==> src/sv/prcacc_pkg.sv <==
package prcacc_pkg;

  localparam int unsigned MaxIntervalDef = 32768;
  localparam int unsigned MaxInsertDef   = 1000;

  localparam logic [11:0] MaskF1R2   = 12'd97;
  localparam logic [11:0] MaskF2R1   = 12'd161;
  localparam int unsigned FirstInPairBit = 6;
  localparam logic [7:0]  MinQualityReset = 8'd20;

  typedef enum logic [1:0] {
    MODE_RECORD   = 2'd0,
    MODE_POSITION = 2'd1,
    MODE_BIN      = 2'd2,
    MODE_CLEAR    = 2'd3
  } mode_e;

  typedef enum logic [1:0] {
    CFG_FIRST   = 2'd0,
    CFG_LAST    = 2'd1,
    CFG_QUALITY = 2'd2,
    CFG_NONE    = 2'd3
  } cfg_idx_e;

  typedef enum logic [3:0] {
    ST_CLEAR,
    ST_IDLE,
    ST_SETUP1,
    ST_SETUP2,
    ST_SETUP3,
    ST_ROW_RD,
    ST_ROW_WR,
    ST_HIST_RD,
    ST_HIST_BIN,
    ST_HIST_TOTAL,
    ST_HIST_TALLY,
    ST_FETCH,
    ST_FETCH_DATA,
    ST_FINISH
  } state_e;

  typedef struct packed {
    logic [1:0]         mode;
    logic [11:0]        read_flags;
    logic [7:0]         map_quality;
    logic               mate_same_contig;
    logic [30:0]        left_position;
    logic signed [31:0] template_length;
    logic [14:0]        readback_index;
  } in_t;

  typedef struct packed {
    logic        accepted;
    logic [15:0] forward_depth;
    logic [15:0] reverse_cover;
    logic [16:0] total_depth;
    logic [15:0] forward_starts;
    logic [15:0] forward_ends;
    logic [15:0] reverse_starts;
    logic [15:0] reverse_ends;
    logic [31:0] bin_count;
    logic [31:0] sum_of_inserts;
    logic [31:0] number_of_inserts;
  } out_t;

  typedef struct packed {
    logic [15:0] fwd_depth;
    logic [15:0] rev_depth;
    logic [15:0] fwd_start;
    logic [15:0] fwd_end;
    logic [15:0] rev_start;
    logic [15:0] rev_end;
  } row_t;

  typedef struct packed {
    logic rev;
    logic at_start;
    logic at_end;
  } bump_ctrl_t;

endpackage

==> src/sv/prcacc_row_bump.sv <==
module prcacc_row_bump import prcacc_pkg::*; (
  input  row_t       row_i,
  input  bump_ctrl_t ctrl_i,
  output row_t       row_o
);

  function automatic logic [15:0] inc16(logic [15:0] v, logic en);
    return (en && v != 16'hFFFF) ? v + 16'd1 : v;
  endfunction

  always_comb begin
    row_o.fwd_depth = inc16(row_i.fwd_depth, !ctrl_i.rev);
    row_o.rev_depth = inc16(row_i.rev_depth, ctrl_i.rev);
    row_o.fwd_start = inc16(row_i.fwd_start, !ctrl_i.rev && ctrl_i.at_start);
    row_o.fwd_end   = inc16(row_i.fwd_end, !ctrl_i.rev && ctrl_i.at_end);
    row_o.rev_start = inc16(row_i.rev_start, ctrl_i.rev && ctrl_i.at_end);
    row_o.rev_end   = inc16(row_i.rev_end, ctrl_i.rev && ctrl_i.at_start);
  end

endmodule

==> config.mk <==
export PLATFORM = sky130hd
export DESIGN_NAME = prcacc_row_bump
export DESIGN_NICKNAME = d
export VERILOG_FILES = /design/src/sv/prcacc_pkg.sv /design/src/sv/prcacc_row_bump.sv
export SDC_FILE = /design/constraint.sdc
export NUM_CORES = 1
export LEC_CHECK = 0
export ABC_AREA = 1
export ABC_CLOCK_PERIOD_IN_PS = 1200
export BUFFER_PORTS_ARGS = -buffer_cell sky130_fd_sc_hd__buf_2
export CORE_MARGIN = 5
export CORE_UTILIZATION = 28
export DETAILED_ROUTE_END_ITERATION = 6
export SLEW_MARGIN = 15
export SYNTH_ARGS = -nofsm -noshare
export SYNTH_HDL_FRONTEND = slang
export SYNTH_SLANG_ARGS = --single-unit
==> constraint.sdc <==
create_clock -name vclk -period 1.2
set_input_delay 0.06 -clock vclk [all_inputs]
set_output_delay 0.06 -clock vclk [all_outputs]
set_load 0.02 [all_outputs]
==> impl_metrics.yaml <==
outcome:
  status: "complete, but fails checks"
  violations: "negative setup slack"
yosys:
  ys.warnings.count: 0
  synthAdderAreaFrac_pct: 2.09
  synthXorXnorAreaFrac_pct: 7.80
  yosys.area_share.simple_pct: 72.7
  avgSynthCellArea_um2: 4.73
  synth_mux_area_share_pct: 0
  synth_compound_area_share_pct: 6.30
  synth_top_family_by_area: "simple AND/OR/NAND/NOR gates"
  ys_seq_area_share_pct: 0
  synthCells: 760
  syn_nets: 865
  ys_types: 23
  synth_area_mm2: 0.00359
timing:
  hold_viol: 0
  worst_slack_ns: -0.0863
  slew_violations: 0
  fin_crit_ns: 1.29
  finalCritPeriodShare_pct: 107
  tightest_slew_ns: 0.298
  max_freq_mhz: 777
  grt_setup_unrepaired: "true"
  slew_headroom_pct: 80.0
  setup_violations: 33
global_route:
  track_usage_pct: 18.7
  grt-ovfl-total: 0
  antenna_found_initial: 0
  first_global_vias: 5517
  grt_start_max_net_pins: 12
  grt_pass1_wl_um: 24100
power_and_ir_drop:
  peakVddDrop_v: 0.000198
  power.density_mw_per_mm2: 344
  p_leak_nw: 4.14
final_layout:
  seqCellArea_um2: 0
  final_cells: 1321
  drive_gt1_share_pct: 57.3
  fin_nets: 1255
  area_delta_synth_final_pct: 123
  n_sequential_cell: 0
  nClkBuffers: 0
floorplanning:
  dieArea_mm2: 0.0152
  die_x_um: 123
  start_util_pct: 28.5
  ios: 195
  core_area_mm2: 0.0126
  dieHeight_um: 123
  rows: 41
detailed_routing:
  via_count: 6228
  dr.first_iter.drc_count: 283
  wirelength_um: 17100
  postRouteAntennaNets: 0
  drc: 0
  first_pass_iters: 4
  wl_per_cell_um: 13.0
  viasPerCell: 4.71
hold_path:
  min_path_type: "in2out"
  holdPathStages: 4
worst_setup_path:
  cpMostUsedCell: "buf_6"
  end_kind: "primary output"
  critPathMaxStageDelay_ns: 0.17
  cp-start-kind: "input port"
  critPathRequiredTime_ns: 1.14
  cp_slowest_cell: "nand4_4"
  crit_arrival_ns: 1.23
  cp_max_fo: 8
  critPathKind: "in2out"
  crit_chain: "buf_6 > ha_4 > inv_2 > nor2_4 > buf_6 > nand4_4 > nand2_8 > nand2_1 > o21ai_1 > buf_4"
place:
  post-place-ws_ns: -0.398
  gp_congestion: 0.874
  port_buffers: 195
  dp_hpwl_um: 12400
  dpl.cell_count: 1298
clock_tree:
  ctsHoldBuffers: 0
job:
  drv_cap: 0
cells by family (layout without fill, tap and decap cells):
family                   count (synthesis)  after routing
AO/OA/AOI/OAI                           34             34
XOR/XNOR                                32             32
other                                    0              1
buffers and inverters                   95            480
AND/OR/NAND/NOR                        593            596
adder cells (fa/ha/maj)                  6              6
cell usage after synthesis:
cell | instances | area (um2)
inv_2 | 6 | 22.5
o21ai_2 | 15 | 131
nand2_2 | 18 | 113
nor3_2 | 1 | 10.0
inv_1 | 82 | 308
nand2_1 | 358 | 1340
buf_4 | 1 | 7.51
buf_6 | 5 | 56.3
nand3_2 | 3 | 30.0
nand4_2 | 2 | 25.0
buf_2 | 1 | 5.00
nand3b_1 | 11 | 82.6
nor2_4 | 8 | 90.1
ha_1 | 6 | 75.1
xor2_1 | 13 | 114
nor3_1 | 1 | 5.00
nor2_1 | 87 | 327
nand4_1 | 34 | 213
o21ai_0 | 15 | 75.1
xnor2_1 | 19 | 166
nand3_1 | 50 | 250
o21ai_1 | 4 | 20.0
nor2_2 | 20 | 125
layout by cell type (no fill, tap or decap), drive strengths merged:
cell	instances
nand3	53
xnor2	19
nand2	377
ha	6
nor3	2
o21ai	34
clkbuf	1
nand4	37
buf	391
inv	88
nor2	116
diode	1
nand3b	11
xor2	13
routing by layer:
| metal | wire (um) | vias up | part of all wire (%) | GRT usage, % |
|---|---|---|---|---|
| met5 | 0 | - | 0 | 0 |
| met4 | 301 | 0 | 1.8 | 2.98 |
| met3 | 1140 | 28 | 6.6 | 1.69 |
| met2 | 8940 | 188 | 52 | 34.6 |
| met1 | 6750 | 2834 | 39 | 23.7 |
| li1 | - | 3178 | - | - |
critical path: cells and delay by family:
family / cells / cell delay (ns)
and+or+nand+nor: 4 / 0.53
AOI/OAI and AO/OA: 1 / 0.08
adders and majority gates: 1 / 0.13
buffers and inverters: 4 / 0.42
cell type report:
type               instances  area, um2
diodes                     1       2.50
fillers                 1105       4600
inverters                 88        358
multi-input cells        668       4240
well taps                172        215
repair buffers           392       3200
final timing paths:
| path | startpoint | to | slack, ns |
|---|---|---|---|
| setup / recovery | row_i[32] | row_o[38] | -0.09 |
| hold / removal | row_i[63] | row_o[63] | 0.43 |
repair_timing:
action                     CTS  global route
buffers inserted             6            10
gates cloned                 4             3
pin swaps                   55            94
resized for setup          240           280
setup endpoints to repair   95            93
stage by stage:
stage | power [mW] | utilization (%) | cell area [um2] | setup TNS (ns) | hold slack, ns
finish | 2.76 | 63.5 | 8020 | -1.08 | 0.434
global route | 2.96 | 63.5 | 8020 | -4.45 | 0.454
CTS | 2.36 | 55.4 | 7000 | -0.481 | 0.456
detailed placement | 2.00 | 48.2 | 6080 | -15.65 | 0.450
global placement | 1.99 | 48.2 | 6080 | -14.68 | 0.454
floorplan | 0.990 | - | 3590 | -0.309 | 0.248
where the power goes:
| part | switching (mW) | total [mW] | internal [mW] |
|---|---|---|---|
| Combinational | 1.47 | 2.76 | 1.29 |
| Sequential | 0 | 0 | 0 |
| Clock | 0 | 0.000000112 | 0.000000112 |
| Total | 1.47 | 2.76 | 1.29 |
Note: power is estimated with default switching activity, not from simulation.
