`config.mk`:
```
export PLATFORM = sky130hd
export DESIGN_NAME = prcacc_sat_add
export DESIGN_NICKNAME = d
export VERILOG_FILES = /design/src/sv/prcacc_sat_add.sv
export SDC_FILE = /design/constraint.sdc
export NUM_CORES = 1
export LEC_CHECK = 0
export BUFFER_PORTS_ARGS = -buffer_cell sky130_fd_sc_hd__buf_4
export CORE_ASPECT_RATIO = 2
export CORE_MARGIN = 3
export CORE_UTILIZATION = 50
export DETAILED_ROUTE_END_ITERATION = 10
export GPL_ROUTABILITY_DRIVEN = 1
export PLACE_DENSITY = 0.85
export SETUP_SLACK_MARGIN = 0.2
export SLEW_MARGIN = 10
export SYNTH_ARGS = -nofsm -noshare
export SYNTH_HDL_FRONTEND = slang
export SYNTH_SLANG_ARGS = --single-unit
```
`constraint.sdc`:
```
create_clock -name vclk -period 2.4
set_input_delay 0.12 -clock vclk [all_inputs]
set_output_delay 0.12 -clock vclk [all_outputs]
set_load 0.02 [all_outputs]
```
`src/sv/prcacc_sat_add.sv`:
```
module prcacc_sat_add (
  input  logic [31:0] a_i,
  input  logic [31:0] b_i,
  output logic [31:0] sum_o
);

  logic [32:0] sum;

  assign sum   = {1'b0, a_i} + {1'b0, b_i};
  assign sum_o = sum[32] ? 32'hFFFF_FFFF : sum[31:0];

endmodule

```
==> metrics.md, run 1 <==
| Metric | Value |
|---|---|
| Status | aborted with a tool error |
| Last step reached | 5_1_grt |
| Stop Error | [ERROR DPL-0038] Utilization greater than 100%, impossible to legalize |
| Synth cell types | 51 |
| Synth area leaders | ha_1, a21oi_1, nand3_1 |
| Post-DP HPWL | 7.05 mm |
| Avg Inst Size Synth | 6.63 um^2 |
| Die Y | 96.8 um |
| Post-Syn Instances | 311 |
| Hold buffers post-CTS | 0 |
| Starting density of the core | 0.526 |
| Syn nets | 408 |
| Synthesized cell area | 2060 um^2 |
| # port buffers | 96 |
| Seq/Total Area, Yosys | 0 |
| Dpl cell area | 3310 um^2 |
| Largest net degree at the start of global routing | 25 |
| Ports | 96 |
| Gpl congestion | 0.942 |
| Die extent in x | 51.4 um |
| Rows | 32 |
| Synth area leader | ha_1 |
| Yosys Warn Count | 0 |
| Yosys top cell area share | 0.194 |
==> cells by family after synthesis <==
group                    after synthesis  share of synthesized area
adder cells (fa/ha/maj)               33                      0.204
XOR/XNOR                              21                     0.0892
buffers and inverters                 25                     0.0504
AO/OA/AOI/OAI                        104                      0.329
multiplexers                           7                     0.0382
AND/OR/NAND/NOR                      121                      0.289
==> cell usage after synthesis, drive strengths merged, types with 3 or more instances <==
master,number
and3,5
nor2,28
xnor2,9
o211ai,10
ha,32
mux2,4
nor3,11
inv,12
buf,8
xor2,12
a21oi,35
o311ai,3
mux2i,3
nand4,3
o21ai,28
a21o,6
nand3,32
nor2b,3
or2,5
nand2,22
clkbuf,5
==> repair_timing <==
item,CTS
resized for setup,67
setup buffers,10
endpoints found under the setup margin,32
pin swaps,26
gates cloned,2
hold endpoints to repair,0
==> through the flow <==
step,setup slack [ps],cells,setup TNS [ps]
floorplan,201,311,0
global placement,-106,503,-358
detailed placement,-134,503,-476
CTS,22.0,515,0
==> run 2, diff against run 1 <==
CORE_ASPECT_RATIO = not set   (was 2)
CORE_UTILIZATION = 40   (was 50)
PLACE_DENSITY = not set   (was 0.85)
PLACE_DENSITY_LB_ADDON = 0.15   (was not set)
SETUP_SLACK_MARGIN = not set   (was 0.2)
==> metrics.md, run 2 <==
| Metric | Value |
|---|---|
| Post-DP HPWL | 6.14 mm |
| Crit path cell chain | buf_4 -> ha_1 -> nand3_1 -> nor2_1 -> a221oi_2 -> o41ai_2 -> buf_4 -> a31o_4 -> mux2_4 -> o311ai_4 -> buf_6 |
| Yosys top cell area share | 0.194 |
| Post-Syn Instances | 311 |
| Hold depth | 5 |
| Worst Path Buf+Inv | 3 |
| Int Pwr | 0.648 mW |
| Gpl congestion | 0.957 |
| Synth area leaders | ha_1, a21oi_1, nand3_1 |
| Synthesized cell area | 2060 um^2 |
| Maximum clock rate | 419 MHz |
| Slowest library cell on the worst path | ha_1 |
| Syn nets | 408 |
| Crit path required time | 2280 ps |
| Total number of vias | 3,020 |
| Crit start category | primary input |
| Share of layout cells above drive strength 1 | 0.499 |
| M2 GR Usage | 0.441 |
| Fillers | 350 |
| ANT nets after route | 0 |
| Clock buf count | 0 |
| Final Hold Violating Endpoints | 0 |
| # port buffers | 96 |
| CP top delay family | compound AO/OA/AOI/OAI gates |
| Pwr/cell area | 347 nW/um^2 |
| Yosys Warn Count | 0 |
| RSZ-0062 raised after global routing | yes |
| Routed wire length | 8.42 mm |
| Seq/Total Area, Yosys | 0 |
| Die extent in x | 77.8 um |
| Storage element area | 0 um^2 |
| Avg Inst Size Synth | 6.63 um^2 |
| FFs & Latches | 0 |
| Core Footprint | 4850 um^2 |
| Hold Crit Endpoint | sum_o[0] |
| Max Slew Vio Count | 0 |
| First-pass DRT Iterations | 5 |
| Switch Pwr | 0.657 mW |
| Critical path depth | 11 |
| Peak VDD IR | 0.216 mV |
| Area grow syn2layout | 82.3% |
| Initial antenna violation count | 0 |
| Gate power share | 1.000 |
| Initial DRC Count | 297 |
| Multi-input logic area | 2330 um^2 |
| Hold buffers post-CTS | 0 |
| Routed WL per cell | 15.9 um |
| Hold_sp | a_i[0] |
| Ports | 96 |
| First-pass GRT wire length | 12.8 mm |
| Total negative setup slack | 0 ps |
| Fin nets | 562 |
| Setup violations, final | 0 |
| Net Sw Frac | 0.504 |
| Crit Path Max Fanout | 5 |
| Most common cell after layout, fill and taps aside | buf_4 |
| Clock share of power | 0 |
| Die ar. | 6050 um^2 |
| Via density | 5.70 |
| Most common cell in the netlist | a21oi_1 |
| Synth area leader | ha_1 |
| Largest net degree at the start of global routing | 19 |
| GR Overflow Total | 0 |
| Starting density of the core | 0.425 |
| Pleak | 1.72 nW |
| Global route hottest layer | met2 |
| Most frequent cells in the layout | buf_4, nand3_1, nor2_1, a21oi_1 |
| GRT met3 Usage | 0.00928 |
| Status | completed |
| Top cells by count, synth | a21oi_1, ha_1, nand3_1 |
| Max_slew headroom | 0.584 |
| Critical Path AT | 2270 ps |
| Worst-Margin Slew | 624 ps |
| M1 GR Usage | 0.323 |
| Rows | 25 |
| Dpl cell area | 3240 um^2 |
| Cell mode on critical path | buf_4 |
| Critical path's largest stage delay | 330 ps |
| Fin crit period | 2390 ps |
| Sequential Power Share | 0 |
| Critical path type | primary input to output pin |
| DRC Markers | 0 |
| Design area | 3760 um^2 |
| Ant diodes | 0 |
| Synth cell types | 51 |
| Hold Crit Class | primary input to output pin |
| Vias in the first global route | 2,863 |
| Max-cap violations | 0 |
| Die Y | 77.8 um |
| Crit end category | output pin |
| Total track usage | 0.244 |
| Period utilization | 0.994 |
-- run 2: worst min-delay path, delay by kind of cell --
family,cells,cell delay (ps)
adder cells (fa/ha/maj),1,110
buffers and inverters,3,250
AND/OR/NAND/NOR,1,70
-- run 2: worst max-delay path by stage --
stage / slack [ps] / endpoint / startpoint
2_1_floorplan: 10 / sum_o[20] / a_i[0]
3_3_place_gp: -200 / sum_o[31] / a_i[0]
3_5_place_dp: -210 / sum_o[31] / a_i[0]
4_1_cts: 6 / sum_o[31] / a_i[16]
5_1_grt: -70 / sum_o[25] / a_i[4]
6_report: 10 / sum_o[25] / a_i[14]
-- run 2: power groups by stage --
stage | sequential, mW | clock [mW] | combinational [mW]
2_1_floorplan | 0 | 0 | 0.634
3_3_place_gp | 0 | 0 | 1.09
3_5_place_dp | 0 | 0 | 1.10
4_1_cts | 0 | 0 | 1.18
5_1_grt | 0 | 0 | 1.40
6_report | 0 | 0 | 1.31
-- run 2: logic make-up (layout without fill, tap and decap cells) --
| group | after synthesis | after routing | synth area share |
|---|---|---|---|
| fa+ha+maj | 33 | 33 | 0.204 |
| buf+inv | 25 | 177 | 0.0504 |
| simple gates | 121 | 121 | 0.289 |
| compound gates | 104 | 104 | 0.329 |
| mux | 7 | 7 | 0.0382 |
| xor+xnor | 21 | 21 | 0.0892 |
-- run 2: stage by stage --
step / setup WS (ps) / power [mW] / hold slack, ps / cells / utilization
finish: 14.2 / 1.31 / 661 / 530 / 0.775
detailed placement: -209 / 1.10 / 666 / 517 / 0.668
floorplan: 11.4 / 0.634 / 547 / 311 / -
global placement: -195 / 1.09 / 654 / 517 / 0.668
global route: -67.4 / 1.40 / 688 / 530 / 0.775
CTS: 5.70 / 1.18 / 685 / 526 / 0.717
-- run 2: final cells by class --
cell class | count | area share
multi-input cells | 286 | 0.620
repair buffers | 165 | 0.346
well taps | 67 | 0.0223
inverters | 12 | 0.0120
-- run 2: layer usage --
layer,share of wire,wire length [um]
met1,0.42,3490
met2,0.51,4310
met3,0.060,508
met4,0.012,104
met5,0,0
-- run 2: repair_timing --
| action | 4_1_cts | 5_1_grt |
|---|---|---|
| pin swaps | 16 | 30 |
| endpoints found under the setup margin | 32 | 32 |
| cloned | 0 | 0 |
| setup buffers | 9 | 6 |
| resized for setup | 31 | 56 |
Power figures use the tool's default switching activity.
==> run 3, diff against run 2 <==
CORE_MARGIN = 2   (was 3)
PLACE_DENSITY = 0.7   (was not set)
PLACE_DENSITY_LB_ADDON = not set   (was 0.15)
==> metrics.md, run 3 (synthesized netlist as in run 2, its figures left out) <==
| Metric | Value |
|---|---|
| Final non-filler cell total | 537 |
| Total track usage | 0.253 |
| Routed wire length | 8.06 mm |
| Gate power share | 1.000 |
| Most common cell after layout, fill and taps aside | buf_4 |
| Switch Pwr | 0.649 mW |
| DP Cell Count | 521 |
| FFs & Latches | 0 |
| Crit end category | output pin |
| Crit Path Max Fanout | 4 |
| Final hold slack | 649 ps |
| Int Pwr | 0.635 mW |
| Routed WL per cell | 15.0 um |
| Clock buf count | 0 |
| Core Footprint | 5040 um^2 |
| Most frequent cells in the layout | buf_4, nand3_1, a21oi_1, nor2_1 |
| Gpl congestion | 0.857 |
| Ant diodes | 0 |
| Starting density of the core | 0.409 |
| Die extent in x | 75.8 um |
| Fin crit period | 2360 ps |
| Setup violations, final | 0 |
| Sequential Power Share | 0 |
| Peak VDD IR | 0.237 mV |
| Die ar. | 5740 um^2 |
| Net Sw Frac | 0.505 |
| Final Hold Violating Endpoints | 0 |
| Total number of vias | 3,034 |
| Max_slew headroom | 0.656 |
| Period utilization | 0.984 |
| Crit start category | primary input |
| Status | completed |
| Vias in the first global route | 2,696 |
| Critical Path AT | 2240 ps |
| Via density | 5.65 |
| Rows | 26 |
| ANT nets after route | 0 |
| Die Y | 75.8 um |
| RSZ-0062 raised after global routing | yes |
| Post-DP HPWL | 6.11 mm |
| First-pass GRT wire length | 11.7 mm |
| Initial antenna violation count | 0 |
| # port buffers | 96 |
| Tot Pwr | 1.28 mW |
| Pwr/cell area | 341 nW/um^2 |
| Ports | 96 |
| Hold Crit Class | primary input to output pin |
| Largest net degree at the start of global routing | 23 |
| Fin nets | 566 |
| Max-cap violations | 0 |
| Pleak | 1.74 nW |
| First-pass DRT Iterations | 5 |
| Clock share of power | 0 |
| Storage element area | 0 um^2 |
| Worst-Margin Slew | 516 ps |
| Hold buffers post-CTS | 0 |
| DRC Markers | 0 |
| Max Slew Vio Count | 0 |
| Share of layout cells above drive strength 1 | 0.488 |
| Area grow syn2layout | 82.7% |
| Initial DRC Count | 158 |
| Critical path type | primary input to output pin |
| GR Overflow Total | 0 |
| Maximum clock rate | 424 MHz |
| Crit path required time | 2280 ps |
==> run 3: cell count changes in the layout (fill, tap and decap cells not counted), sizes merged <==
| cell | change |
|---|---|
| buf | +4 |
==> run 3: area by class of cell <==
class	count	area [um^2]
Multi-Input combinational cell	286	2330
Timing Repair Buffer	169	1300
Fill cell	398	1270
Tap cell	70	87.6
Inverter	12	45.0
==> run 3: final timing paths <==
kind	startpoint	endpoint	depth (start not counted)
setup / recovery	a_i[16]	sum_o[29]	12
hold / removal	a_i[0]	sum_o[0]	5
==> run 3: worst max-delay path, cell delays in order <==
cell,delay (ps)
buf_4,110
ha_1,340
buf_4,150
nand2_1,100
nor4_4,330
nand3_1,150
nand3b_1,190
o211ai_1,110
buf_4,160
and3b_1,170
o211ai_1,150
buf_4,160
==> run 3: layer usage <==
layer | part of all wire | routed length [um] | vias to the layer above | global-route usage
li1 | - | - | 1475 | -
met1 | 0.42 | 3400 | 1427 | 0.341
met2 | 0.52 | 4170 | 126 | 0.471
met3 | 0.056 | 448 | 6 | 0.00265
met4 | 0.0045 | 36 | 0 | 0.0136
met5 | 0 | 0 | - | 0
==> run 3: per-stage QoR <==
| stage | utilization | setup TNS, ps | instance area (um^2) | setup slack (ps) |
|---|---|---|---|---|
| finish | 0.747 | 0 | 3770 | 39.1 |
| global route | 0.747 | -254 | 3770 | -79.5 |
| CTS | 0.683 | -18.6 | 3440 | -18.6 |
| detailed placement | 0.647 | -5260 | 3260 | -285 |
| global placement | 0.647 | -3330 | 3260 | -217 |
| floorplan | - | 0 | 2070 | 11.4 |
==> run 3: what timing repair did <==
item                                    in CTS  in global routing
gates resized for setup                     19                 50
endpoints found under the setup margin      32                 25
pin swaps                                   18                 26
setup buffers                               11                  5
cloned                                       0                  0
==> run 3: power groups by stage <==
stage	sequential [mW]	clock, mW	combinational (mW)
2_1_floorplan	0	0	0.634
3_3_place_gp	0	0	1.09
3_5_place_dp	0	0	1.10
4_1_cts	0	0	1.16
5_1_grt	0	0	1.38
6_report	0	0	1.28
==> run 4, diff against run 3 <==
CELL_PAD_IN_SITES_DETAIL_PLACEMENT = 0   (was not set)
CELL_PAD_IN_SITES_GLOBAL_PLACEMENT = 1   (was not set)
CORE_MARGIN = 3   (was 2)
CORE_UTILIZATION = 33   (was 40)
PLACE_DENSITY = not set   (was 0.7)
PLACE_DENSITY_LB_ADDON = 0.1   (was not set)
==> metrics.md, run 4 (synthesized netlist as in run 2, its figures left out) <==
| Metric | Value |
|---|---|
| Max Slew Vio Count | 0 |
| Critical path type | primary input to output pin |
| ANT nets after route | 0 |
| Share of layout cells above drive strength 1 | 0.493 |
| RSZ-0062 raised after global routing | yes |
| Crit Path Max Fanout | 5 |
| Largest net degree at the start of global routing | 18 |
| Fin nets | 566 |
| Most frequent cells in the layout | buf_4, nand3_1, a21oi_1, nor2_1, nand2_1 |
| Vias in the first global route | 2,695 |
| Crit path required time | 2280 ps |
| Crit end category | output pin |
| Hold buffers post-CTS | 0 |
| FFs & Latches | 0 |
| Storage element area | 0 um^2 |
| Maximum clock rate | 424 MHz |
| Final Hold Violating Endpoints | 0 |
| Dpl cell area | 3290 um^2 |
| Worst-Margin Slew | 490 ps |
| Fin crit period | 2360 ps |
| Max-cap violations | 0 |
| Post-DP HPWL | 6.08 mm |
| Critical Path AT | 2240 ps |
| Pwr/cell area | 335 nW/um^2 |
| Gpl congestion | 0.875 |
| Setup violations, final | 0 |
| DRC Markers | 0 |
| Max_slew headroom | 0.673 |
| Final non-filler cell total | 542 |
| Via density | 5.32 |
| Die Y | 85.0 um |
| Status | completed |
| Total number of vias | 2,882 |
| Clock buf count | 0 |
| # port buffers | 96 |
| Die ar. | 7230 um^2 |
| Fillers | 563 |
| First-pass GRT wire length | 12.3 mm |
| Routed wire length | 7.54 mm |
| Peak VDD IR | 0.190 mV |
| GR Overflow Total | 0 |
| Final Util | 0.639 |
| Design area | 3830 um^2 |
| Tot Pwr | 1.28 mW |
| Ant diodes | 0 |
| Rows | 28 |
| Ports | 96 |
| Routed WL per cell | 13.9 um |
| DP Cell Count | 531 |
| First-pass DRT Iterations | 4 |
| Initial DRC Count | 107 |
| Period utilization | 0.982 |
| Most common cell after layout, fill and taps aside | buf_4 |
| Hold Crit Class | primary input to output pin |
| Initial antenna violation count | 0 |
| Starting density of the core | 0.344 |
| Core Footprint | 5990 um^2 |
| Pleak | 1.75 nW |
| Total track usage | 0.196 |
| Total negative setup slack | 0 ps |
| Die extent in x | 85.0 um |
| Crit start category | primary input |
| Area grow syn2layout | 85.6% |
==> run 4: cell count changes in the layout (fill, tap and decap cells not counted), moves of 2 or more <==
| cell | before | now |
|---|---|---|
| buf_6 | 6 | 14 |
| mux2_4 | 1 | 3 |
| buf_4 | 162 | 154 |
| o21ai_1 | 6 | 4 |
| nand2_2 | 4 | 1 |
| nand2_1 | 18 | 21 |
| ha_1 | 18 | 16 |
| mux2_2 | 3 | 1 |
| o21ai_0 | 17 | 20 |
| ha_4 | 13 | 16 |
==> run 4: worst max-delay path, cell delays in order <==
cell and delay (ps):
buf_6 100, ha_4 150, fa_2 360, a21oi_2 170
o211a_1 230, nor2_4 60, o21ai_2 120, and4b_2 340
mux2i_1 110, o311ai_2 280, buf_4 190
==> run 4: path summary, 6_finish.rpt <==
path / start / endpoint / slack [ps] / cells past startpoint
worst max-delay path: b_i[0] / sum_o[26] / 40 / 11
worst min-delay path: a_i[0] / sum_o[0] / 640 / 5
==> run 4: per-layer routing <==
layer	up-vias	wire length, um	GRT usage
met3	0	386	0.00680
met4	0	0	0
li1	1479	-	-
met5	-	0	0
met1	1328	3360	0.272
met2	75	3790	0.356
==> run 4: cell type report <==
class,count,area [um^2],area share
well taps,75,93.8,0.0245
inverters,12,45.0,0.0118
multi-input cells,286,2370,0.619
repair buffers,169,1320,0.345
==> run 4: through the flow <==
step	worst slack, ps	hold WS (ps)
floorplan	11.4	547
finish	42.5	645
global route	-107	695
CTS	0.952	676
global placement	-169	657
detailed placement	-267	657
==> run 4: what timing repair did <==
action,CTS,global route
pin swaps,20,27
gates cloned,0,1
gates resized for setup,33,44
setup buffers,6,5
endpoints found under the setup margin,32,32
==> run 4: report_power, final <==
group / total, mW / leakage [nW] / internal [mW] / switching, mW
sequential: 0 / 0 / 0 / 0
combinational: 1.28 / 1.75 / 0.647 / 0.634
clock: 0 / 0 / 0 / 0
